[config.mk]
export PLATFORM = sky130hd
export DESIGN_NAME = delimited_command_frame_parser_unit_flat
export DESIGN_NICKNAME = d
export VERILOG_FILES = /design/src/hw/rtl/dcfp_pkg.sv /design/src/hw/rtl/dcfp_rx_if.sv /design/src/hw/rtl/dcfp_entry_if.sv /design/src/hw/rtl/dcfp_ctrl.sv /design/src/hw/rtl/dcfp_datapath.sv /design/src/hw/rtl/delimited_command_frame_parser_unit.sv /design/src/flat_wrapper.sv
export SDC_FILE = /design/constraint.sdc
export NUM_CORES = 1
export LEC_CHECK = 0
export BUFFER_PORTS_ARGS = -buffer_cell sky130_fd_sc_hd__buf_4
export CORE_MARGIN = 5
export CORE_UTILIZATION = 58
export CTS_BUF_LIST = sky130_fd_sc_hd__clkbuf_8
export CTS_CLUSTER_DIAMETER = 30
export CTS_CLUSTER_SIZE = 25
export DETAILED_ROUTE_END_ITERATION = 10
export GPL_ROUTABILITY_DRIVEN = 1
export PLACE_DENSITY = 0.87
export SLEW_MARGIN = 20
export SYNTH_ARGS = -nofsm -noshare
export SYNTH_HDL_FRONTEND = slang
export SYNTH_SLANG_ARGS = --single-unit
[constraint.sdc]
create_clock -name clk -period 2.6 [get_ports clk]
set_input_delay 0.13 -clock clk [delete_from_list [all_inputs] [get_ports clk]]
set_output_delay 0.13 -clock clk [all_outputs]
set_load 0.02 [all_outputs]
[src/hw/rtl/dcfp_pkg.sv]
// Shared types and constants for the delimited command frame parser.
// Holds store geometry, entry kind codes, register indexes and the
// command and status bundles between the controller and the datapath.
`default_nettype none

package dcfp_pkg;

	// Store geometry.
	localparam int DATA_DEPTH = 15;
	localparam int PASS_DEPTH = 5;
	localparam int DATA_AW    = (DATA_DEPTH > 1) ? $clog2(DATA_DEPTH) : 1;
	localparam int PASS_AW    = (PASS_DEPTH > 1) ? $clog2(PASS_DEPTH) : 1;
	localparam int DATA_CW    = $clog2(DATA_DEPTH + 1);
	localparam int PASS_CW    = $clog2(PASS_DEPTH + 1);
	localparam int CUR_W      = (DATA_CW > PASS_CW) ? DATA_CW : PASS_CW;

	// Field widths.
	localparam int BYTE_W      = 8;
	localparam int KIND_W      = 2;
	localparam int ENTRY_IDX_W = 4;
	localparam int CFG_IDX_W   = 2;

	// Register reset values.
	localparam logic [BYTE_W-1:0] START_RST = 8'd2;
	localparam logic [BYTE_W-1:0] STOP_RST  = 8'd3;
	localparam logic [BYTE_W-1:0] PASS_RST  = 8'd35;

	// Register indexes on the configuration port.
	localparam logic [CFG_IDX_W-1:0] CFG_START_BYTE  = 2'd0;
	localparam logic [CFG_IDX_W-1:0] CFG_STOP_BYTE   = 2'd1;
	localparam logic [CFG_IDX_W-1:0] CFG_PASS_MARKER = 2'd2;

	// Kind of one result entry.
	typedef enum logic [KIND_W-1:0] {
		KIND_TYPE = 2'd0,
		KIND_DATA = 2'd1,
		KIND_PASS = 2'd2
	} entry_kind_t;

	// Controller to datapath.
	typedef struct packed {
		logic take_byte;
		logic load_item;
	} dcfp_cmd_t;

	// Datapath to controller.
	typedef struct packed {
		logic stop_hit;
		logic out_free;
		logic item_last;
	} dcfp_sts_t;

endpackage

`default_nettype wire

[src/hw/rtl/dcfp_rx_if.sv]
// Input channel of the frame parser: one received byte per beat.
// Depends on dcfp_pkg for the byte width.
`default_nettype none

interface dcfp_rx_if import dcfp_pkg::*; ();
	logic              valid;
	logic              ready;
	logic [BYTE_W-1:0] rx_byte;

	modport source(output valid, output rx_byte, input ready);
	modport sink(input valid, input rx_byte, output ready);
endinterface

`default_nettype wire

[src/hw/rtl/dcfp_entry_if.sv]
// Output channel of the frame parser: one run entry per beat.
// Depends on dcfp_pkg for the field widths.
`default_nettype none

interface dcfp_entry_if import dcfp_pkg::*; ();
	logic                   valid;
	logic                   ready;
	logic [KIND_W-1:0]      entry_kind;
	logic [ENTRY_IDX_W-1:0] entry_index;
	logic [BYTE_W-1:0]      entry_value;
	logic                   frame_overflow;
	logic                   last_entry;

	modport source(output valid, output entry_kind, output entry_index,
		output entry_value, output frame_overflow, output last_entry, input ready);
	modport sink(input valid, input entry_kind, input entry_index,
		input entry_value, input frame_overflow, input last_entry, output ready);
endinterface

`default_nettype wire

[src/hw/rtl/dcfp_ctrl.sv]
// Controller of the frame parser: takes bytes, then walks out one run.
// Depends on dcfp_pkg for the command and status bundles.
`default_nettype none

module dcfp_ctrl import dcfp_pkg::*; (
	input  wire logic      clk,
	input  wire logic      arst_n,
	input  wire logic      in_valid,
	output logic           in_ready,
	input  wire dcfp_sts_t sts,
	output dcfp_cmd_t      cmd
);

	typedef enum logic [1:0] {
		ST_ACCEPT = 2'b01,
		ST_EMIT   = 2'b10
	} ctrl_state_t;

	ctrl_state_t state_q;
	ctrl_state_t state_d;

	// Bytes are taken only while no run is being sent.
	assign in_ready      = (state_q == ST_ACCEPT);
	assign cmd.take_byte = in_valid && in_ready;
	assign cmd.load_item = (state_q == ST_EMIT) && sts.out_free;

	// Next state.
	always_comb begin
		state_d = state_q;
		case (state_q)
			ST_ACCEPT: begin
				if (cmd.take_byte && sts.stop_hit) begin
					state_d = ST_EMIT;
				end
			end
			ST_EMIT: begin
				if (cmd.load_item && sts.item_last) begin
					state_d = ST_ACCEPT;
				end
			end
			default: state_d = ST_ACCEPT;
		endcase
	end

	always_ff @(posedge clk or negedge arst_n) begin
		if (!arst_n) begin
			state_q <= ST_ACCEPT;
		end else begin
			state_q <= state_d;
		end
	end

	// A closing stop byte always starts a run.
	a_stop_starts_run: assert property (@(posedge clk) disable iff (!arst_n)
		cmd.take_byte && sts.stop_hit |=> state_q == ST_EMIT)
		else $error("closing stop byte did not start a run");

	// The run goes on until its last entry is loaded.
	a_run_continues: assert property (@(posedge clk) disable iff (!arst_n)
		cmd.load_item && !sts.item_last |=> state_q == ST_EMIT)
		else $error("run ended before its last entry");

	// No entry is loaded while bytes are being taken.
	a_no_load_in_accept: assert property (@(posedge clk) disable iff (!arst_n)
		cmd.take_byte |-> !cmd.load_item)
		else $error("entry loaded while taking a byte");

endmodule

`default_nettype wire

[src/hw/rtl/dcfp_datapath.sv]
// Datapath of the frame parser: frame state, data and password stores,
// run cursor and the output register. Depends on dcfp_pkg.
`default_nettype none

module dcfp_datapath import dcfp_pkg::*; (
	input  wire logic                   clk,
	input  wire logic                   arst_n,
	input  wire logic                   cfg_we,
	input  wire logic [CFG_IDX_W-1:0]   cfg_index,
	input  wire logic [BYTE_W-1:0]      cfg_wdata,
	input  wire logic [BYTE_W-1:0]      rx_byte,
	input  wire logic                   out_ready,
	input  wire dcfp_cmd_t              cmd,
	output dcfp_sts_t                   sts,
	output logic                        out_valid,
	output logic [KIND_W-1:0]           out_kind,
	output logic [ENTRY_IDX_W-1:0]      out_index,
	output logic [BYTE_W-1:0]           out_value,
	output logic                        out_overflow,
	output logic                        out_last
);

	// Configuration registers.
	logic [BYTE_W-1:0] start_byte_q;
	logic [BYTE_W-1:0] stop_byte_q;
	logic [BYTE_W-1:0] pass_marker_q;

	// Frame state.
	logic               in_frame_q;
	logic               type_pending_q;
	logic               pass_mode_q;
	logic               dropped_q;
	logic [BYTE_W-1:0]  frame_type_q;
	logic [DATA_CW-1:0] data_count_q;
	logic [PASS_CW-1:0] pass_count_q;

	// Stores.
	logic [BYTE_W-1:0] data_store_q [DATA_DEPTH];
	logic [BYTE_W-1:0] pass_store_q [PASS_DEPTH];

	// Run cursor.
	entry_kind_t      cur_kind_q;
	logic [CUR_W-1:0] cur_idx_q;

	// Output register.
	logic                   valid_q;
	entry_kind_t            kind_q;
	logic [ENTRY_IDX_W-1:0] index_q;
	logic [BYTE_W-1:0]      value_q;
	logic                   overflow_q;
	logic                   last_q;

	// Byte decode.
	logic is_start;
	logic is_stop;
	logic is_marker;
	logic data_full;
	logic pass_full;
	logic body_byte;
	logic data_wr;
	logic pass_wr;

	// Item selection.
	logic [CUR_W-1:0]  idx_inc;
	logic [CUR_W-1:0]  data_cnt_ext;
	logic [CUR_W-1:0]  pass_cnt_ext;
	logic [BYTE_W-1:0] item_value;
	logic              item_last;
	entry_kind_t       next_kind;
	logic [CUR_W-1:0]  next_idx;

	assign is_start  = (rx_byte == start_byte_q);
	assign is_stop   = (rx_byte == stop_byte_q);
	assign is_marker = (rx_byte == pass_marker_q);
	assign data_full = (data_count_q == DATA_CW'(DATA_DEPTH));
	assign pass_full = (pass_count_q == PASS_CW'(PASS_DEPTH));

	// A frame byte that is not stop, type or marker goes to its store if not full.
	assign body_byte = cmd.take_byte && in_frame_q && !is_stop && !type_pending_q
		&& !is_marker;
	assign data_wr = body_byte && !pass_mode_q && !data_full;
	assign pass_wr = body_byte && pass_mode_q && !pass_full;

	// Configuration writes.
	always_ff @(posedge clk or negedge arst_n) begin
		if (!arst_n) begin
			start_byte_q  <= START_RST;
			stop_byte_q   <= STOP_RST;
			pass_marker_q <= PASS_RST;
		end else if (cfg_we) begin
			case (cfg_index)
				CFG_START_BYTE:  start_byte_q  <= cfg_wdata;
				CFG_STOP_BYTE:   stop_byte_q   <= cfg_wdata;
				CFG_PASS_MARKER: pass_marker_q <= cfg_wdata;
				default: ;
			endcase
		end
	end

	// Frame state update for each taken byte.
	always_ff @(posedge clk or negedge arst_n) begin
		if (!arst_n) begin
			in_frame_q     <= 1'b0;
			type_pending_q <= 1'b0;
			pass_mode_q    <= 1'b0;
			dropped_q      <= 1'b0;
			frame_type_q   <= '0;
			data_count_q   <= '0;
			pass_count_q   <= '0;
		end else if (cmd.take_byte) begin
			if (!in_frame_q) begin
				if (is_start) begin
					in_frame_q     <= 1'b1;
					type_pending_q <= 1'b1;
					pass_mode_q    <= 1'b0;
					dropped_q      <= 1'b0;
					data_count_q   <= '0;
					pass_count_q   <= '0;
				end
			end else if (is_stop) begin
				in_frame_q     <= 1'b0;
				type_pending_q <= 1'b0;
				pass_mode_q    <= 1'b0;
			end else if (type_pending_q) begin
				frame_type_q   <= rx_byte;
				type_pending_q <= 1'b0;
			end else if (is_marker) begin
				pass_mode_q <= 1'b1;
			end else if (pass_mode_q) begin
				if (pass_full) begin
					dropped_q <= 1'b1;
				end else begin
					pass_count_q <= pass_count_q + 1'b1;
				end
			end else begin
				if (data_full) begin
					dropped_q <= 1'b1;
				end else begin
					data_count_q <= data_count_q + 1'b1;
				end
			end
		end
	end

	// Store writes at the current fill position.
	always_ff @(posedge clk) begin
		if (data_wr) begin
			data_store_q[data_count_q[DATA_AW-1:0]] <= rx_byte;
		end
		if (pass_wr) begin
			pass_store_q[pass_count_q[PASS_AW-1:0]] <= rx_byte;
		end
	end

	// Current run entry and where the cursor goes next.
	assign idx_inc      = cur_idx_q + 1'b1;
	assign data_cnt_ext = CUR_W'(data_count_q);
	assign pass_cnt_ext = CUR_W'(pass_count_q);

	always_comb begin
		item_value = frame_type_q;
		item_last  = 1'b1;
		next_kind  = KIND_PASS;
		next_idx   = '0;
		case (cur_kind_q)
			KIND_TYPE: begin
				item_value = frame_type_q;
				item_last  = (data_count_q == '0) && (pass_count_q == '0);
				next_kind  = (data_count_q != '0) ? KIND_DATA : KIND_PASS;
				next_idx   = '0;
			end
			KIND_DATA: begin
				item_value = data_store_q[cur_idx_q[DATA_AW-1:0]];
				item_last  = (idx_inc == data_cnt_ext) && (pass_count_q == '0);
				if (idx_inc < data_cnt_ext) begin
					next_kind = KIND_DATA;
					next_idx  = idx_inc;
				end
			end
			KIND_PASS: begin
				item_value = pass_store_q[cur_idx_q[PASS_AW-1:0]];
				item_last  = (idx_inc == pass_cnt_ext);
				next_kind  = KIND_PASS;
				next_idx   = idx_inc;
			end
			default: ;
		endcase
	end

	// Cursor: rewound by the closing stop byte, advanced on every load.
	always_ff @(posedge clk or negedge arst_n) begin
		if (!arst_n) begin
			cur_kind_q <= KIND_TYPE;
			cur_idx_q  <= '0;
		end else if (cmd.take_byte && in_frame_q && is_stop) begin
			cur_kind_q <= KIND_TYPE;
			cur_idx_q  <= '0;
		end else if (cmd.load_item) begin
			cur_kind_q <= next_kind;
			cur_idx_q  <= next_idx;
		end
	end

	// Output register valid flag.
	always_ff @(posedge clk or negedge arst_n) begin
		if (!arst_n) begin
			valid_q <= 1'b0;
		end else if (cmd.load_item) begin
			valid_q <= 1'b1;
		end else if (out_ready) begin
			valid_q <= 1'b0;
		end
	end

	// Output register payload.
	always_ff @(posedge clk) begin
		if (cmd.load_item) begin
			kind_q     <= cur_kind_q;
			index_q    <= ENTRY_IDX_W'(cur_idx_q);
			value_q    <= item_value;
			overflow_q <= dropped_q;
			last_q     <= item_last;
		end
	end

	assign sts.stop_hit  = in_frame_q && is_stop;
	assign sts.out_free  = !valid_q || out_ready;
	assign sts.item_last = item_last;

	assign out_valid    = valid_q;
	assign out_kind     = kind_q;
	assign out_index    = index_q;
	assign out_value    = value_q;
	assign out_overflow = overflow_q;
	assign out_last     = last_q;

	// Fill counts never pass the store depths.
	a_data_count_range: assert property (@(posedge clk) disable iff (!arst_n)
		data_count_q <= DATA_CW'(DATA_DEPTH))
		else $error("data count beyond store depth");

	a_pass_count_range: assert property (@(posedge clk) disable iff (!arst_n)
		pass_count_q <= PASS_CW'(PASS_DEPTH))
		else $error("password count beyond store depth");

	// A stalled beat is not overwritten by a new load.
	a_no_overwrite: assert property (@(posedge clk) disable iff (!arst_n)
		valid_q && !out_ready |-> !cmd.load_item)
		else $error("output register overwritten while stalled");

endmodule

`default_nettype wire

[src/hw/rtl/delimited_command_frame_parser_unit.sv]
// Delimited command frame parser, top level.
// Channel rx takes one received byte per beat; channel entry gives one run
// entry per beat (kind, index, value, overflow flag, last mark). The cfg
// port writes start byte, stop byte and pass marker; the user must write
// them only while idle, which the block does not enforce. Bytes are taken
// one per cycle while no run is being sent. A closing stop byte starts a
// run of 1 + data count + password count entries (1 to 21); during the run
// rx is not ready. Once the stop beat is taken, the controller state register
// enters the run state and the first entry is then loaded into the output
// register; the rest follow one per cycle while the receiver does not stall,
// all walked through the single output register.
// The next byte is taken while the final entry still waits in the output
// register. A stall on entry holds the current beat and pauses the run.
// Reset restores the register defaults (2, 3, 35), closes any open frame
// and empties the output register; the stores need no clearing.
// Depends on dcfp_pkg, dcfp_rx_if, dcfp_entry_if, dcfp_ctrl, dcfp_datapath.
`default_nettype none

module delimited_command_frame_parser_unit import dcfp_pkg::*; (
	input  wire logic                 clk,
	input  wire logic                 arst_n,
	dcfp_rx_if.sink                   rx,
	dcfp_entry_if.source              entry,
	input  wire logic                 cfg_we,
	input  wire logic [CFG_IDX_W-1:0] cfg_index,
	input  wire logic [BYTE_W-1:0]    cfg_wdata
);

	dcfp_cmd_t cmd;
	dcfp_sts_t sts;
	logic      in_ready;

	// Sequencing of byte intake and run output.
	dcfp_ctrl u_ctrl (
		.clk      (clk),
		.arst_n   (arst_n),
		.in_valid (rx.valid),
		.in_ready (in_ready),
		.sts      (sts),
		.cmd      (cmd)
	);

	// Frame state, stores and output register.
	dcfp_datapath u_datapath (
		.clk          (clk),
		.arst_n       (arst_n),
		.cfg_we       (cfg_we),
		.cfg_index    (cfg_index),
		.cfg_wdata    (cfg_wdata),
		.rx_byte      (rx.rx_byte),
		.out_ready    (entry.ready),
		.cmd          (cmd),
		.sts          (sts),
		.out_valid    (entry.valid),
		.out_kind     (entry.entry_kind),
		.out_index    (entry.entry_index),
		.out_value    (entry.entry_value),
		.out_overflow (entry.frame_overflow),
		.out_last     (entry.last_entry)
	);

	assign rx.ready = in_ready;

endmodule

`default_nettype wire
[src/flat_wrapper.sv]
// flat-port wrapper written by rule: the top's interface ports become plain ports
module delimited_command_frame_parser_unit_flat import dcfp_pkg::*;
  (clk, arst_n, cfg_we, cfg_index, cfg_wdata, rx_valid, rx_rx_byte, rx_ready, entry_valid, entry_entry_kind, entry_entry_index, entry_entry_value, entry_frame_overflow, entry_last_entry, entry_ready);
  dcfp_rx_if rx_i ();
  dcfp_entry_if entry_i ();
  input  wire logic clk;
  input  wire logic arst_n;
  input  wire logic cfg_we;
  input  wire logic [CFG_IDX_W-1:0] cfg_index;
  input  wire logic [BYTE_W-1:0] cfg_wdata;
  input wire logic [$bits(rx_i.valid)-1:0] rx_valid;
  input wire logic [$bits(rx_i.rx_byte)-1:0] rx_rx_byte;
  output wire logic [$bits(rx_i.ready)-1:0] rx_ready;
  output wire logic [$bits(entry_i.valid)-1:0] entry_valid;
  output wire logic [$bits(entry_i.entry_kind)-1:0] entry_entry_kind;
  output wire logic [$bits(entry_i.entry_index)-1:0] entry_entry_index;
  output wire logic [$bits(entry_i.entry_value)-1:0] entry_entry_value;
  output wire logic [$bits(entry_i.frame_overflow)-1:0] entry_frame_overflow;
  output wire logic [$bits(entry_i.last_entry)-1:0] entry_last_entry;
  input wire logic [$bits(entry_i.ready)-1:0] entry_ready;
  assign rx_i.valid = rx_valid;
  assign rx_i.rx_byte = rx_rx_byte;
  assign rx_ready = rx_i.ready;
  assign entry_valid = entry_i.valid;
  assign entry_entry_kind = entry_i.entry_kind;
  assign entry_entry_index = entry_i.entry_index;
  assign entry_entry_value = entry_i.entry_value;
  assign entry_frame_overflow = entry_i.frame_overflow;
  assign entry_last_entry = entry_i.last_entry;
  assign entry_i.ready = entry_ready;
  delimited_command_frame_parser_unit u_core (.clk(clk), .arst_n(arst_n), .rx(rx_i), .entry(entry_i), .cfg_we(cfg_we), .cfg_index(cfg_index), .cfg_wdata(cfg_wdata));
endmodule
==> results by group <==
Outcome
  – Outcome: completed

Placed design
  – HPWL after detailed placement: 13800 um
  – Gpl congestion: 0.882
  – Post-Place Cell Area: 10500 sq um
  – IO buf count: 40

Route
  – Initial DRC Count: 429
  – # DRC: 0
  – First-pass detailed-route iteration total: 4
  – Antenna Nets Post-Route: 0
  – WL final: 21200 um
  – Vias: 5667
  – Vias per Instance: 6.03
  – DR WL/cell: 22.6 um

Worst setup path
  – CP startpoint: u_core.u_datapath.cur_idx_q[0]
  – Arr. time, crit path: 3.01 ns
  – Setup CP Type: reg2reg
  – Critical path fanouts, max: 5
  – Critical path endpoint category: register
  – FF-to-FF Start: u_core.u_datapath.cur_idx_q[0]
  – CP startpoint kind: register
  – CP required: 3.05 ns

Final layout
  – Fin nets: 730
  – Diodes inserted: 0
  – Final core occ: 0.692
  – Area Overhead vs Synth: 17.4%
  – Design area: 11500 sq um
  – Fraction of layout cells with a size suffix above 1: 0.321
  – Fill count: 1065

Logic synthesis
  – Top-area cell type share of the netlist area: 0.540
  – YS warnings: 0
  – Cell taking the most area after synthesis: edfxtp_1
  – FFs w/ async S/R, synth: 0.228
  – Most common cell in the netlist: edfxtp_1
  – Synth top cells by count: edfxtp_1, dfrtp_1, mux2_2, nand2_1
  – Netlist cell types: 61
  – Number of flops mapped to enable cells by yosys: 176
  – Syn Inst Count: 585
  – Post-Syn Area: 9780 sq um
  – Syn_nets: 624
  – Flops & latches, synth: 228
  – Synth top area cells: edfxtp_1, dfrtp_1, mux4_2, mux2_2, mux2i_1
  – Share of the yosys chip area belonging to registers: 0.674
  – Main synth FF type: edfxtp_1
  – Average cell area after synthesis: 16.7 sq um

Die
  – Initial core utilization: 0.590
  – Core area: 16600 sq um
  – Die width: 140 um
  – Row cnt: 47
  – Ports: 41
  – Die Y: 140 um
  – Die area: 19600 sq um

STA
  – Worst-Margin Slew: 0.711 ns
  – Slew Limit Headroom: 0.524
  – RSZ-0062 raised after global routing: true
  – Minimum clock period: 2.56 ns
  – Final setup fails: 0
  – Max Fclk: 391 MHz
  – Max Slew Vio Count: 0
  – Final Hold Fails: 0
  – Worst Skew: 0.0376 ns
  – Period utilisation layout: 0.984

Pwr
  – Worst VDD drop: 0.424 mV
  – Pwr dens: 732 nW/um^2
  – Leakage: 4.22 nW

Global route
  – First-pass GRT wire length: 33500 um
  – Vias in the first global route: 6002
  – Initial antenna violation count: 0
  – Largest net degree at the start of global routing: 53
  – Global route total overflow: 0
  – Global-route usage over all layers: 0.221

CTS
  – CTS tree: yes
  – CTS H-Tree Depth: 2
  – Clk buf depth: 3
  – Clk sinks: 228
  – Clk_lat worst skew: 0.54 ns
  – Root Driver: clkbuf_8
  – CTS Buf Count: 38
  – Setup Buffers After CTS: 0
  – Worst-path clk slew: 0.07 ns

Hold path
  – Worst hold path class: in2reg
  – HP Start: rx_rx_byte[4]

Run
  – Max Cap Viol: 0
[power breakdown]
| group | switching [W] | internal, W | leakage (nW) | total [W] |
|---|---|---|---|---|
| Combinational | 0.000396 | 0.000326 | 1.56 | 0.000722 |
| Sequential | 0.000155 | 0.00413 | 2.24 | 0.00429 |
| Clock | 0.00148 | 0.00191 | 0.426 | 0.00339 |
[registers in the layout, indices dropped and copies added (netlist names)]
signal                            count
u_core.u_datapath.start_byte_q        8
u_core.u_datapath.data_store_q      120
u_core.u_datapath.frame_type_q        8
u_core.u_datapath.pass_count_q        3
u_core.u_datapath.out_kind            2
u_core.u_datapath.out_value           8
u_core.u_datapath.dropped_q           1
u_core.u_datapath.pass_marker_q       8
u_core.u_datapath.pass_mode_q         1
u_core.u_datapath.data_cnt_ext        4
u_core.u_datapath.in_frame_q          1
u_core.u_datapath.stop_byte_q         8
u_core.u_datapath.cur_kind_q          2
u_core.u_datapath.out_index           4
u_core.u_datapath.out_last            1
u_core.u_datapath.cur_idx_q           4
u_core.u_ctrl.state_q                 2
u_core.u_datapath.type_pending_q      1
u_core.u_datapath.out_valid           1
u_core.u_datapath.out_overflow        1
u_core.u_datapath.pass_store_q       40
[stage by stage]
stage	setup slack, ns	power (W)	hold WS (ns)	setup TNS (ns)	cells
after CTS	0.0328	0.00846	0.00502	0	940
after detailed placement	0.0214	0.00505	0.210	0	858
final	0.0412	0.00841	0.0196	0	940
after global placement	0.245	0.00499	0.193	0	858
after global routing	-0.0103	0.00875	0.0105	-0.0103	940
after floorplan	0.0363	0.00479	-0.166	0	585
[critical path, cell delays in order (launching register included)]
cell and delay, ns:
dfrtp_2 0.44, ha_1 0.25, xor2_1 0.25, ha_1 0.30, and4b_1 0.23, a211oi_2 0.28, o21ai_1 0.18, or3_1 0.40
a21oi_1 0.14
[layout by cell type, fill, tap and decap left out, types with 3 or more instances in the layout]
cell / count
dfstp_2: 7
inv_1: 26
o21ai_0: 10
inv_6: 3
nor2b_1: 4
clkinv_2: 4
mux4_1: 5
clkinvlp_4: 7
a21oi_1: 6
o22ai_1: 3
nand3b_1: 4
clkbuf_8: 41
clkinv_1: 3
a2bb2oi_1: 5
mux2i_1: 27
a211o_1: 3
mux2_2: 37
nand2b_1: 9
nor2_1: 15
a311oi_1: 3
o221ai_1: 3
edfxtp_1: 176
and2_1: 3
nand2_1: 35
nand3_1: 8
buf_4: 75
o211ai_1: 3
mux4_2: 27
bufinv_16: 4
ha_1: 16
dfrtp_1: 43
dlygate4sd3_1: 13
nor4_1: 13
nor4_2: 9
xnor2_1: 10
a211oi_1: 5
xor2_1: 19
[final timing paths]
check / slack [ns] / cells after the start / end
min in group asynchronous: 0.20 / 2 / u_core.u_datapath.frame_type_q[0]
min: 0.02 / 1 / u_core.u_datapath.data_store_q[1][4]
max reg2reg: 0.04 / 8 / u_core.u_datapath.cur_idx_q[0]
max: 0.04 / 8 / u_core.u_datapath.cur_idx_q[0]
min reg2reg: 0.47 / 0 / u_core.u_datapath.out_overflow
max in group asynchronous: 1.91 / 2 / u_core.u_datapath.cur_idx_q[1]
[cell families (layout without fill, tap and decap cells)]
kind of cell | after synthesis | in the layout | synth area share
AND/OR/NAND/NOR | 116 | 116 | 0.0709
adder cells (fa/ha/maj) | 16 | 16 | 0.0205
flip-flops | 228 | 228 | 0.674
buffers and inverters | 45 | 180 | 0.0214
multiplexers | 96 | 96 | 0.146
AO/OA/AOI/OAI | 55 | 55 | 0.0409
XOR/XNOR | 29 | 29 | 0.0260
[cell type report]
type                    count  area (sq um)  area share
clock buffers              41           564      0.0491
inverters                  23          86.3     0.00752
multi-input cells         312          2990       0.261
clock inverters            28           274      0.0239
well taps                 220           275      0.0240
flip-flops and latches    228          6600       0.575
repair buffers             88           693      0.0604
[metal layers]
layer / global-route usage / share of wire
met3: 0.0521 / 0.077
met1: 0.286 / 0.39
met4: 0.0806 / 0.038
met2: 0.369 / 0.49
met5: 0 / 0
[timing repair]
item                                    4_1_cts  5_1_grt
endpoints found under the setup margin        1       19
gates cloned                                  0        0
resized for setup                             1        2
hold buffers                                 13        0
pin swaps                                     0        0
endpoints found under the hold margin        78        0
Power figures use the tool's default switching activity.
